`src/hw/rtl/cst_pkg.sv`:
```
// shared types and character constants for the comment skipping tokenizer
package cst_pkg;

	localparam logic [15:0] CH_CR     = 16'h000d;
	localparam logic [15:0] CH_LF     = 16'h000a;
	localparam logic [15:0] CH_TAB    = 16'h0009;
	localparam logic [15:0] CH_BS     = 16'h0008;
	localparam logic [15:0] CH_SPACE  = 16'h0020;
	localparam logic [15:0] CH_QUOTE  = 16'h0022;
	localparam logic [15:0] CH_PERIOD = 16'h002e;
	localparam logic [15:0] CH_COMMA  = 16'h002c;
	localparam logic [15:0] CH_SLASH  = 16'h002f;
	localparam logic [15:0] CH_STAR   = 16'h002a;

	localparam int unsigned MAX_RES = 3;

	typedef enum logic [2:0] {
		MODE_IDLE   = 3'd0,
		MODE_SLASH  = 3'd1,
		MODE_LINE   = 3'd2,
		MODE_BLOCK  = 3'd3,
		MODE_BSTAR  = 3'd4,
		MODE_WORD   = 3'd5,
		MODE_STRING = 3'd6
	} mode_t;

	typedef struct packed {
		logic [15:0] out_char;
		logic        char_valid;
		logic        token_start;
		logic        token_end;
		logic        is_quoted;
		logic        last_of_run;
	} res_t;

	typedef struct packed {
		mode_t                    next_mode;
		logic [1:0]               count;
		res_t [MAX_RES-1:0]       res;
	} lex_out_t;

	typedef struct packed {
		logic [1:0] count;
		logic       free;
	} obuf_stat_t;

endpackage

```
`src/hw/rtl/comment_skipping_tokenizer.sv`:
```
// top level of the comment skipping tokenizer
//
// channel   dir  tdata               tuser                                  tlast
// s_axis    in   code_unit[15:0]     -                                      end_of_text
// m_axis    out  out_char[15:0]      char_valid,token_start,token_end,      last_of_run
//                                    is_quoted (low bit first)
//
// one code unit per cycle when each unit gives at most one result and m_axis is not stalled
// a unit that gives several results holds the output until all are taken, the input waits meanwhile
// an accepted unit passes the input register, then the result buffer, before its first result
// reset returns the lexer to idle and empties both stages, no clearing pass
// either side may stall at any time without loss
module comment_skipping_tokenizer (
	input  logic        clk,
	input  logic        arst_n,
	input  logic        s_axis_tvalid,
	output logic        s_axis_tready,
	input  logic [15:0] s_axis_tdata,  // code_unit
	input  logic        s_axis_tlast,
	output logic        m_axis_tvalid,
	input  logic        m_axis_tready,
	output logic [15:0] m_axis_tdata,  // out_char
	output logic [3:0]  m_axis_tuser,  // char_valid, token_start, token_end, is_quoted
	output logic        m_axis_tlast
);

	logic                valid_s1;
	logic [15:0]         unit_s1;
	logic                eot_s1;
	cst_pkg::mode_t      mode_q;
	cst_pkg::lex_out_t   lex_out;
	cst_pkg::res_t       head;
	cst_pkg::obuf_stat_t stat;
	logic                consume;
	logic                in_take;

	assign consume = valid_s1 && stat.free;
	assign s_axis_tready = !valid_s1 || consume;
	assign in_take = s_axis_tvalid && s_axis_tready;

	always_ff @(posedge clk or negedge arst_n) begin
		if (!arst_n) begin
			valid_s1 <= 1'b0;
		end else if (in_take) begin
			valid_s1 <= 1'b1;
		end else if (consume) begin
			valid_s1 <= 1'b0;
		end
	end

	always_ff @(posedge clk) begin
		if (in_take) begin
			unit_s1 <= s_axis_tdata;
			eot_s1 <= s_axis_tlast;
		end
	end

	always_ff @(posedge clk or negedge arst_n) begin
		if (!arst_n) begin
			mode_q <= cst_pkg::MODE_IDLE;
		end else if (consume) begin
			mode_q <= lex_out.next_mode;
		end
	end

	cst_lex u_lex (
		.mode        (mode_q),
		.code_unit   (unit_s1),
		.end_of_text (eot_s1),
		.lex_out     (lex_out)
	);

	cst_obuf u_obuf (
		.clk        (clk),
		.arst_n     (arst_n),
		.load_req   (valid_s1),
		.lex_out    (lex_out),
		.take       (m_axis_tready),
		.head       (head),
		.head_valid (m_axis_tvalid),
		.stat       (stat)
	);

	assign m_axis_tdata = head.out_char;
	assign m_axis_tuser = {head.is_quoted, head.token_end, head.token_start, head.char_valid};
	assign m_axis_tlast = head.last_of_run;

`ifndef ASSERT_OFF
	a_last_on_final: assert property (@(posedge clk) disable iff (!arst_n)
		(m_axis_tvalid && stat.count == 2'd1) |-> m_axis_tlast)
		else $error("final buffered result lacks last_of_run");

	a_no_early_last: assert property (@(posedge clk) disable iff (!arst_n)
		(m_axis_tvalid && stat.count != 2'd1) |-> !m_axis_tlast)
		else $error("last_of_run before the final result");

	a_eot_idle: assert property (@(posedge clk) disable iff (!arst_n)
		(consume && eot_s1) |=> (mode_q == cst_pkg::MODE_IDLE))
		else $error("lexer not idle after end of text");

	a_zero_char: assert property (@(posedge clk) disable iff (!arst_n)
		(m_axis_tvalid && !m_axis_tuser[0]) |-> (m_axis_tdata == 16'h0000))
		else $error("marker result carries a character");
`endif

endmodule

```
`src/hw/rtl/cst_lex.sv`:
```
// next-state and result generation for one code unit
module cst_lex (
	input  cst_pkg::mode_t    mode,
	input  logic [15:0]       code_unit,
	input  logic              end_of_text,
	output cst_pkg::lex_out_t lex_out
);

	function automatic cst_pkg::res_t mk(input logic [15:0] ch, input logic valid,
		input logic start, input logic stop, input logic quoted);
		cst_pkg::res_t r;
		r.out_char    = valid ? ch : 16'h0000;
		r.char_valid  = valid;
		r.token_start = start;
		r.token_end   = stop;
		r.is_quoted   = quoted;
		r.last_of_run = 1'b0;
		return r;
	endfunction

	logic                  is_space;
	logic                  is_sep;
	logic                  do_word;
	logic [1:0]            n;
	cst_pkg::mode_t        nxt;
	cst_pkg::res_t [2:0]   res;

	assign is_space = (code_unit == cst_pkg::CH_SPACE) || (code_unit == cst_pkg::CH_CR) ||
		(code_unit == cst_pkg::CH_LF) || (code_unit == cst_pkg::CH_TAB) ||
		(code_unit == cst_pkg::CH_BS);
	assign is_sep = is_space || (code_unit == cst_pkg::CH_PERIOD) ||
		(code_unit == cst_pkg::CH_COMMA);

	always_comb begin
		n = 2'd0;
		nxt = mode;
		res = '0;
		do_word = 1'b0;
		case (mode)
			cst_pkg::MODE_SLASH: begin
				if (code_unit == cst_pkg::CH_SLASH) begin
					nxt = cst_pkg::MODE_LINE;
				end else if (code_unit == cst_pkg::CH_STAR) begin
					nxt = cst_pkg::MODE_BSTAR;
				end else begin
					res[n] = mk(cst_pkg::CH_SLASH, 1'b1, 1'b1, 1'b0, 1'b0);
					n = n + 2'd1;
					nxt = cst_pkg::MODE_WORD;
					do_word = 1'b1;
				end
			end
			cst_pkg::MODE_LINE: begin
				if (code_unit == cst_pkg::CH_CR)
					nxt = cst_pkg::MODE_IDLE;
			end
			cst_pkg::MODE_BLOCK: begin
				if (code_unit == cst_pkg::CH_STAR)
					nxt = cst_pkg::MODE_BSTAR;
			end
			cst_pkg::MODE_BSTAR: begin
				if (code_unit == cst_pkg::CH_SLASH)
					nxt = cst_pkg::MODE_IDLE;
				else if (code_unit != cst_pkg::CH_STAR)
					nxt = cst_pkg::MODE_BLOCK;
			end
			cst_pkg::MODE_WORD: begin
				do_word = 1'b1;
			end
			cst_pkg::MODE_STRING: begin
				if (code_unit == cst_pkg::CH_QUOTE || code_unit == cst_pkg::CH_CR ||
					code_unit == cst_pkg::CH_LF) begin
					res[n] = mk(16'h0000, 1'b0, 1'b0, 1'b1, 1'b1);
					n = n + 2'd1;
					nxt = cst_pkg::MODE_IDLE;
				end else begin
					res[n] = mk(code_unit, 1'b1, 1'b0, 1'b0, 1'b1);
					n = n + 2'd1;
				end
			end
			default: begin
				if (is_sep) begin
					nxt = cst_pkg::MODE_IDLE;
				end else if (code_unit == cst_pkg::CH_SLASH) begin
					nxt = cst_pkg::MODE_SLASH;
				end else if (code_unit == cst_pkg::CH_QUOTE) begin
					res[n] = mk(16'h0000, 1'b0, 1'b1, 1'b0, 1'b1);
					n = n + 2'd1;
					nxt = cst_pkg::MODE_STRING;
				end else begin
					res[n] = mk(code_unit, 1'b1, 1'b1, 1'b0, 1'b0);
					n = n + 2'd1;
					nxt = cst_pkg::MODE_WORD;
				end
			end
		endcase

		if (do_word) begin
			if (is_sep) begin
				res[n] = mk(16'h0000, 1'b0, 1'b0, 1'b1, 1'b0);
				n = n + 2'd1;
				nxt = cst_pkg::MODE_IDLE;
			end else if (code_unit == cst_pkg::CH_QUOTE) begin
				res[n] = mk(16'h0000, 1'b0, 1'b0, 1'b1, 1'b0);
				n = n + 2'd1;
				res[n] = mk(16'h0000, 1'b0, 1'b1, 1'b0, 1'b1);
				n = n + 2'd1;
				nxt = cst_pkg::MODE_STRING;
			end else begin
				res[n] = mk(code_unit, 1'b1, 1'b0, 1'b0, 1'b0);
				n = n + 2'd1;
			end
		end

		// end of text closes any open token
		if (end_of_text) begin
			if (nxt == cst_pkg::MODE_SLASH) begin
				res[n] = mk(cst_pkg::CH_SLASH, 1'b1, 1'b1, 1'b1, 1'b0);
				n = n + 2'd1;
			end else if (nxt == cst_pkg::MODE_WORD || nxt == cst_pkg::MODE_STRING) begin
				if (n != 2'd0) begin
					res[n - 2'd1].token_end = 1'b1;
				end else begin
					res[n] = mk(16'h0000, 1'b0, 1'b0, 1'b1, nxt == cst_pkg::MODE_STRING);
					n = n + 2'd1;
				end
			end
			nxt = cst_pkg::MODE_IDLE;
		end

		if (n != 2'd0)
			res[n - 2'd1].last_of_run = 1'b1;

		lex_out.next_mode = nxt;
		lex_out.count = n;
		lex_out.res = res;
	end

endmodule

```
`src/hw/rtl/cst_obuf.sv`:
```
// result buffer that hands out up to three results one per cycle while take is high
module cst_obuf (
	input  logic                clk,
	input  logic                arst_n,
	input  logic                load_req,
	input  cst_pkg::lex_out_t   lex_out,
	input  logic                take,
	output cst_pkg::res_t       head,
	output logic                head_valid,
	output cst_pkg::obuf_stat_t stat
);

	logic [1:0]    cnt_q;
	cst_pkg::res_t res_q [cst_pkg::MAX_RES];
	logic          free;
	logic          load;
	logic          pop;

	assign pop = take && (cnt_q != 2'd0);
	assign free = (cnt_q == 2'd0) || ((cnt_q == 2'd1) && pop);
	assign load = free && load_req;

	always_ff @(posedge clk or negedge arst_n) begin
		if (!arst_n) begin
			cnt_q <= 2'd0;
		end else if (load) begin
			cnt_q <= lex_out.count;
		end else if (pop) begin
			cnt_q <= cnt_q - 2'd1;
		end
	end

	always_ff @(posedge clk) begin
		if (load) begin
			res_q[0] <= lex_out.res[0];
			res_q[1] <= lex_out.res[1];
			res_q[2] <= lex_out.res[2];
		end else if (pop) begin
			res_q[0] <= res_q[1];
			res_q[1] <= res_q[2];
		end
	end

	assign head = res_q[0];
	assign head_valid = (cnt_q != 2'd0);
	assign stat.count = cnt_q;
	assign stat.free = free;

endmodule
```
`config.mk`:
```
export PLATFORM = sky130hd
export DESIGN_NAME = comment_skipping_tokenizer
export DESIGN_NICKNAME = d
export VERILOG_FILES = /design/src/hw/rtl/cst_pkg.sv /design/src/hw/rtl/comment_skipping_tokenizer.sv /design/src/hw/rtl/cst_lex.sv /design/src/hw/rtl/cst_obuf.sv
export SDC_FILE = /design/constraint.sdc
export NUM_CORES = 1
export LEC_CHECK = 0
export ABC_CLOCK_PERIOD_IN_PS = 3500
export BUFFER_PORTS_ARGS = -buffer_cell sky130_fd_sc_hd__buf_2
export CAP_MARGIN = 5
export CELL_PAD_IN_SITES_DETAIL_PLACEMENT = 1
export CELL_PAD_IN_SITES_GLOBAL_PLACEMENT = 2
export CORE_MARGIN = 3
export CORE_UTILIZATION = 35
export DETAILED_ROUTE_END_ITERATION = 6
export GPL_TIMING_DRIVEN = 0
export HOLD_SLACK_MARGIN = 0.1
export PLACE_DENSITY = 0.78
export SLEW_MARGIN = 0
export SYNTH_ARGS = -nofsm -noshare
export SYNTH_HDL_FRONTEND = slang
export SYNTH_SLANG_ARGS = --single-unit
```
`constraint.sdc`:
```
create_clock -name clk -period 3.5 [get_ports clk]
set_input_delay 0.35 -clock clk [delete_from_list [all_inputs] [get_ports clk]]
set_output_delay 0.35 -clock clk [all_outputs]
set_load 0.005 [all_outputs]
```
Yosys cells after proc, flatten, opt, wreduce, memory -nomap -nowiden

Memories as Yosys holds them, arrays and structs flattened.
Index checks and enable logic that the tools add are counted.

Add/sub/neg operators: 6
Multiply operators: 0
Divide/modulo/power cells: 0
Magnitude comparators: 10
Eq/ne operators: 21
Shift operators: 0
Multiplexer cells: 70
Bitwise gates (word level): 11
Reduce and logical (&&, ||, !) cells: 28

Operator list:

| operator                                                                             | count |
|---|---|
| 63-bit two-way mux                                                                   | 8 |
| 63-bit bitwise mux                                                                   | 4 |
| 21-bit demux with 2-bit select                                                       | 5 |
| 21-bit two-way mux                                                                   | 10 |
| 16-bit by 6-bit == test with 1-bit output (second input constant)                    | 6 |
| 16-bit by 4-bit == test with 1-bit output (second input constant)                    | 4 |
| 21-bit case mux with 3 select lines                                                  | 1 |
| 20-bit by 60-bit bitwise AND with 60-bit output                                      | 1 |
| 60-bit inverter                                                                      | 1 |
| 57-bit bitwise AND                                                                   | 1 |
| 57-bit inverter                                                                      | 1 |
| 39-bit bitwise AND                                                                   | 1 |
| 3-bit two-way mux                                                                    | 13 |
| 39-bit inverter                                                                      | 1 |
| 2-bit two-way mux                                                                    | 12 |
| 24-bit OR                                                                            | 1 |
| 3-bit case mux with 6 select lines                                                   | 1 |
| 16-bit by 6-bit != test with 1-bit output (second input constant)                    | 1 |
| 3-bit == test (second input constant)                                                | 5 |
| 2-bit by 3-bit < comparator with 1-bit output (second input constant)                | 5 |
| 1-bit two-way mux                                                                    | 13 |
| 1-bit logical OR                                                                     | 11 |
| 11-bit two-way mux                                                                   | 1 |
| 2-bit by 1-bit greater-or-equal comparator with 1-bit output (second input constant) | 5 |
| other kinds (15)                                                                     | 34 |

Bits in registers: 23
Latch bits: 0
RAM bits: 63
Bits in read-only memories: 0
Logic and storage cells: 152
Memories: 1

Memory list:

| name         | words | width | rd ports | clocked after Yosys merged registers in | write ports | line           | RTL |
|---|---|---|---|---|---|---|---|
| u_obuf.res_q | 3     | 21    | 3        | 0                                       | 3           | cst_obuf.sv:14 | `cst_pkg::res_t res_q [cst_pkg::MAX_RES];` |

Depth between registers and ports, before layout

Word-level depth: 27
Depth in mapped cells: 14
Depth with buffers taken out: 12

Modules after synthesis

From an unflattened synthesis, not the netlist that was laid out.

Cells, all modules: 435
Area, all modules: 5,265.0 um2

By module, submodules not included:

| module                     | instances | cells an instance | area an instance (um2) | seq. area each (um2) |
|---|---|---|---|---|
| cst_obuf                   | 1         | 149               | 2,904.0                | 1,941.9 |
| cst_lex                    | 1         | 258               | 1,694.1                | 0.0 |
| comment_skipping_tokenizer | 1         | 28                | 666.9                  | 610.6 |

Least setup slack after synthesis

No wires, ideal clock.

Path kind: register to register
Start point: register unit_s1[4]
End point: memory u_obuf.res_q[0][1] (netlist bit), data pin
Library setup time: 0.152 ns
Arrival: 3.246 ns
Data required time: 3.348 ns
Setup slack: 0.103 ns
Cell stages (with the launch flop): 10
Buffers on the path: 1
Clock period less this slack: 3.397 ns
Cell sequence: edfxtp_1 > nor4_2 > nand3_1 > or4_1 > clkbuf_1 > ha_1 > nand2b_1 > a2111o_1 > or4_1 > a31oi_1

RTL lines:

| element                  | line                             | RTL |
|---|---|---|
| start: declaration       | comment_skipping_tokenizer.sv:28 | `logic [15:0] unit_s1;` |
| start signal: assignment | comment_skipping_tokenizer.sv:53 | `unit_s1 <= s_axis_tdata;` |
| end: declaration         | cst_obuf.sv:14                   |  |

==> run metrics <==
internal power=~0.0028 W; clock skew=between 0.01 and 0.015 ns; TritonCTS clock tree=built; final hold violations=0; post-synthesis compound-gate area fraction=a little under a fifth; antenna viol nets, final=0; vias in the first global route=roughly 2800; Tot Pwr=between 0.004 and 0.005 W; WL/cell=around 17 µm; top cells by area, synth=edfxtp_1 51%, a22o_1 4.6%, buf_4 4.0%; Fin Setup TNS=0 ns; Req. time, crit path=between 3 and 4 ns; r2r setup slk=approximately 0.016 ns; WHS Path Cells=1; Seq/Total Area, Yosys=a little over half; hold path start=s_axis_tdata[0]; fraction of final layout cells sized beyond drive strength 1=a little under a third; Mapped Area=roughly 3800 µm²; post-synthesis mux area share=0.561%; Post-synth ARST share=8.57%; first drt pass iteration count=4; Tot GR Track Use=between 10% and 20%; Ys Warns=0; fmax=~290 MHz; Worst-Skew Late Latency=0.36 ns; Rows=37; switching share of power=39.1%; metal2 WL=approximately 4700 µm; Comb pwr share=between 50% and 60%; largest net degree at the start of global routing=between 40 and 50; count of cell types in the netlist=61; met3 wire length=~330 µm; Iteration-0 DRC Markers=between 100 and 150; final setup fails=0; status=finished clean; post-synthesis simple-gate area fraction=17.1%; Clock Path Buffers=2; Root Buffer=clkbuf_8; top-area cell type share of the netlist area=between 50% and 60%; worst hold margin=approximately 0.16 ns; Overflow after GRT=0; area occupied by multi-input gates=about 1600 µm²; Total Wirelength=between 9000 and 10000 µm; Worst Setup End Kind=flop; routability cong.=just over 0.8; initial antenna violation count=0; VDD IR max=slightly above 300 µV; Register-to-Register Path Depth=9; top layer in use=met4; buffers added on ports=43; dpl cells=approximately 520; Die Height=roughly 110 µm; synthesis-to-layout area growth=25.3%; EDFF count, synth=64; Hold EP=unit_s1[0]$_DFFE_PP_; vias per inst=approximately 5.3; Seq pwr share=between 30 and 40%; hpwl dp=roughly 7000 µm; Worst-Margin Slew=just under 1 ns; switching power total=~0.0018 W; Num CTS Buffers=9; die area=12100 µm²; syn avg cell area=roughly 11 µm²; Seq. cell area=~2100 µm²; number of diodes=0; worst r2r src=unit_s1[13]$_DFFE_PP_; crit path max fanout=8; Main synth FF type=edfxtp_1; leak pwr=1.84 nW; Reg2Reg Capture Point=u_obuf.res_q[0][1]$_DFFE_PP_; via count=between 2000 and 3000; clk sinks=70; Post-Route M1 WL=between 4000 and 5000 µm; Startpoint Class=flop; first-pass GRT wire length=about 15000 µm; max cap viols=0; most common cell in the netlist=edfxtp_1; post-synthesis xor/xnor area fraction=0.692%; DIE WIDTH=between 100 and 150 µm; arrival time of the worst setup path=3.69 ns; Filler cells=1122; drt drc=0; Synth Area in Adders=approximately 2.3%; Clock Pin Slew Worst Setup and Hold Paths=approximately 0.080 ns; clock power share=between 10% and 20%; core area=10400 µm²; initial core utilization=a little over a third; RSZ-0062 raised after global routing=true; min cycle time layout=3.48 ns; Final nets=449; WS Path Type=flop to flop; FF+latch count, synth=70; Max Slew Vio Count=0; hold crit path type=input port to flop; commonest cells in the synthesized netlist=64 x edfxtp_1, 31 x nor2_1, 20 x a21oi_1, 20 x a22o_1, 20 x buf_4; H-tree Lvls=3; fin cells=between 500 and 600; post-synthesis net count=approximately 370; Cell Pwr Density=between 900 and 1000 nW/µm²; largest family of logic cells by synthesized area=compound AO/OA/AOI/OAI gates; # IOs=44; cell taking the most area after synthesis=edfxtp_1; Cells after Synth=342; final worst-path cycle share=between 90% and 100%; Worst slew margin=approximately 36%
metrics by stage:
stage,cell area (µm²),worst slack [ns],util (%)
floorplan,3790,0.103,-
global placement,4180,-0.598,40.1
detailed placement,4200,-0.618,40.3
CTS,4550,0.00521,43.7
global route,4760,-0.105,45.7
finish,4760,0.0158,45.7
what timing repair did:
| action | CTS | global route |
|---|---|---|
| hold endpoints to repair | 6 | 0 |
| gates resized for setup | 12 | 27 |
| setup endpoints to repair | 23 | 19 |
| hold buffers | 1 | 0 |
| buffers inserted | 13 | 12 |
| cloned | 0 | 1 |
| pin swaps | 9 | 12 |
cell type report:
cell class,instances,area share [%]
Tap cell,136,3.58
Clock buffer,11,2.76
Multi-Input combinational cell,227,34.1
Buffer,34,4.71
Sequential cell,70,43.6
Inverter,9,0.710
Clock inverter,5,1.24
Timing Repair Buffer,71,9.34
kinds of logic (layout without fill, tap and decap cells):
kind of cell,count (synthesis),after routing
compound gates,94,94
xor+xnor,3,3
fa+ha+maj,7,7
buf+inv,45,130
flops,70,70
mux,2,2
other cells,1,1
simple gates,120,120
cells in the final DEF, fill, tap and decap left out, types with 4 or more instances in the layout:
| cell type | n |
|---|---|
| inv_1 | 9 |
| dfrtp_1 | 6 |
| buf_4 | 46 |
| and2_1 | 15 |
| nand3_1 | 7 |
| ha_1 | 4 |
| nand2b_1 | 8 |
| nor2b_1 | 6 |
| nor2_1 | 29 |
| nor3_1 | 7 |
| buf_2 | 45 |
| edfxtp_1 | 64 |
| clkbuf_8 | 9 |
| a22o_1 | 20 |
| o21ai_0 | 10 |
| clkbuf_1 | 10 |
| a21oi_1 | 19 |
| o31ai_1 | 5 |
| nand2_1 | 16 |
| o22a_1 | 7 |
critical path: stages, from the launching register on:
cell	delay (ns)
edfxtp_1	0.43
nor4_4	0.35
buf_4	0.18
nand3_4	0.13
or4_4	0.62
ha_4	0.27
nand2b_4	0.13
a2111o_1	0.51
or4_4	0.54
a31oi_4	0.16
power by group through the flow:
stage          Sequential, W  Clock (W)  Combinational, W
6_report             0.00160   0.000645           0.00241
2_1_floorplan        0.00158          0           0.00148
4_1_cts              0.00161   0.000665           0.00221
3_3_place_gp         0.00161          0           0.00202
3_5_place_dp         0.00162          0           0.00210
5_1_grt              0.00165   0.000696           0.00268
state kept, by name, summed over array words and instances (netlist names):
signal	cells
eot_s1	1
mode_q	3
u_obuf.cnt_q	2
u_obuf.res_q	47
unit_s1	16
valid_s1	1
worst max-delay path by stage:
stage | slack [ns] | cells past startpoint | to | startpoint
6_report | 0.02 | 9 | u_obuf.res_q[0][1]$_DFFE_PP_ | unit_s1[13]$_DFFE_PP_
3_5_place_dp | -0.62 | 10 | u_obuf.res_q[0][7]$_DFFE_PP_ | unit_s1[4]$_DFFE_PP_
5_1_grt | -0.11 | 9 | u_obuf.res_q[0][1]$_DFFE_PP_ | unit_s1[13]$_DFFE_PP_
4_1_cts | 0.005 | 12 | u_obuf.res_q[0][1]$_DFFE_PP_ | unit_s1[12]$_DFFE_PP_
3_3_place_gp | -0.60 | 10 | u_obuf.res_q[0][8]$_DFFE_PP_ | unit_s1[4]$_DFFE_PP_
2_1_floorplan | 0.10 | 9 | u_obuf.res_q[0][1]$_DFFE_PP_ | unit_s1[4]$_DFFE_PP_
per-layer routing:
layer | vias to the layer above | track usage (%)
met5 | - | 0
met4 | 0 | 8.00
met3 | 13 | 2.45
met2 | 57 | 26.0
met1 | 1445 | 22.1
li1 | 1444 | -
No activity file was read; power rests on OpenSTA's default activity.
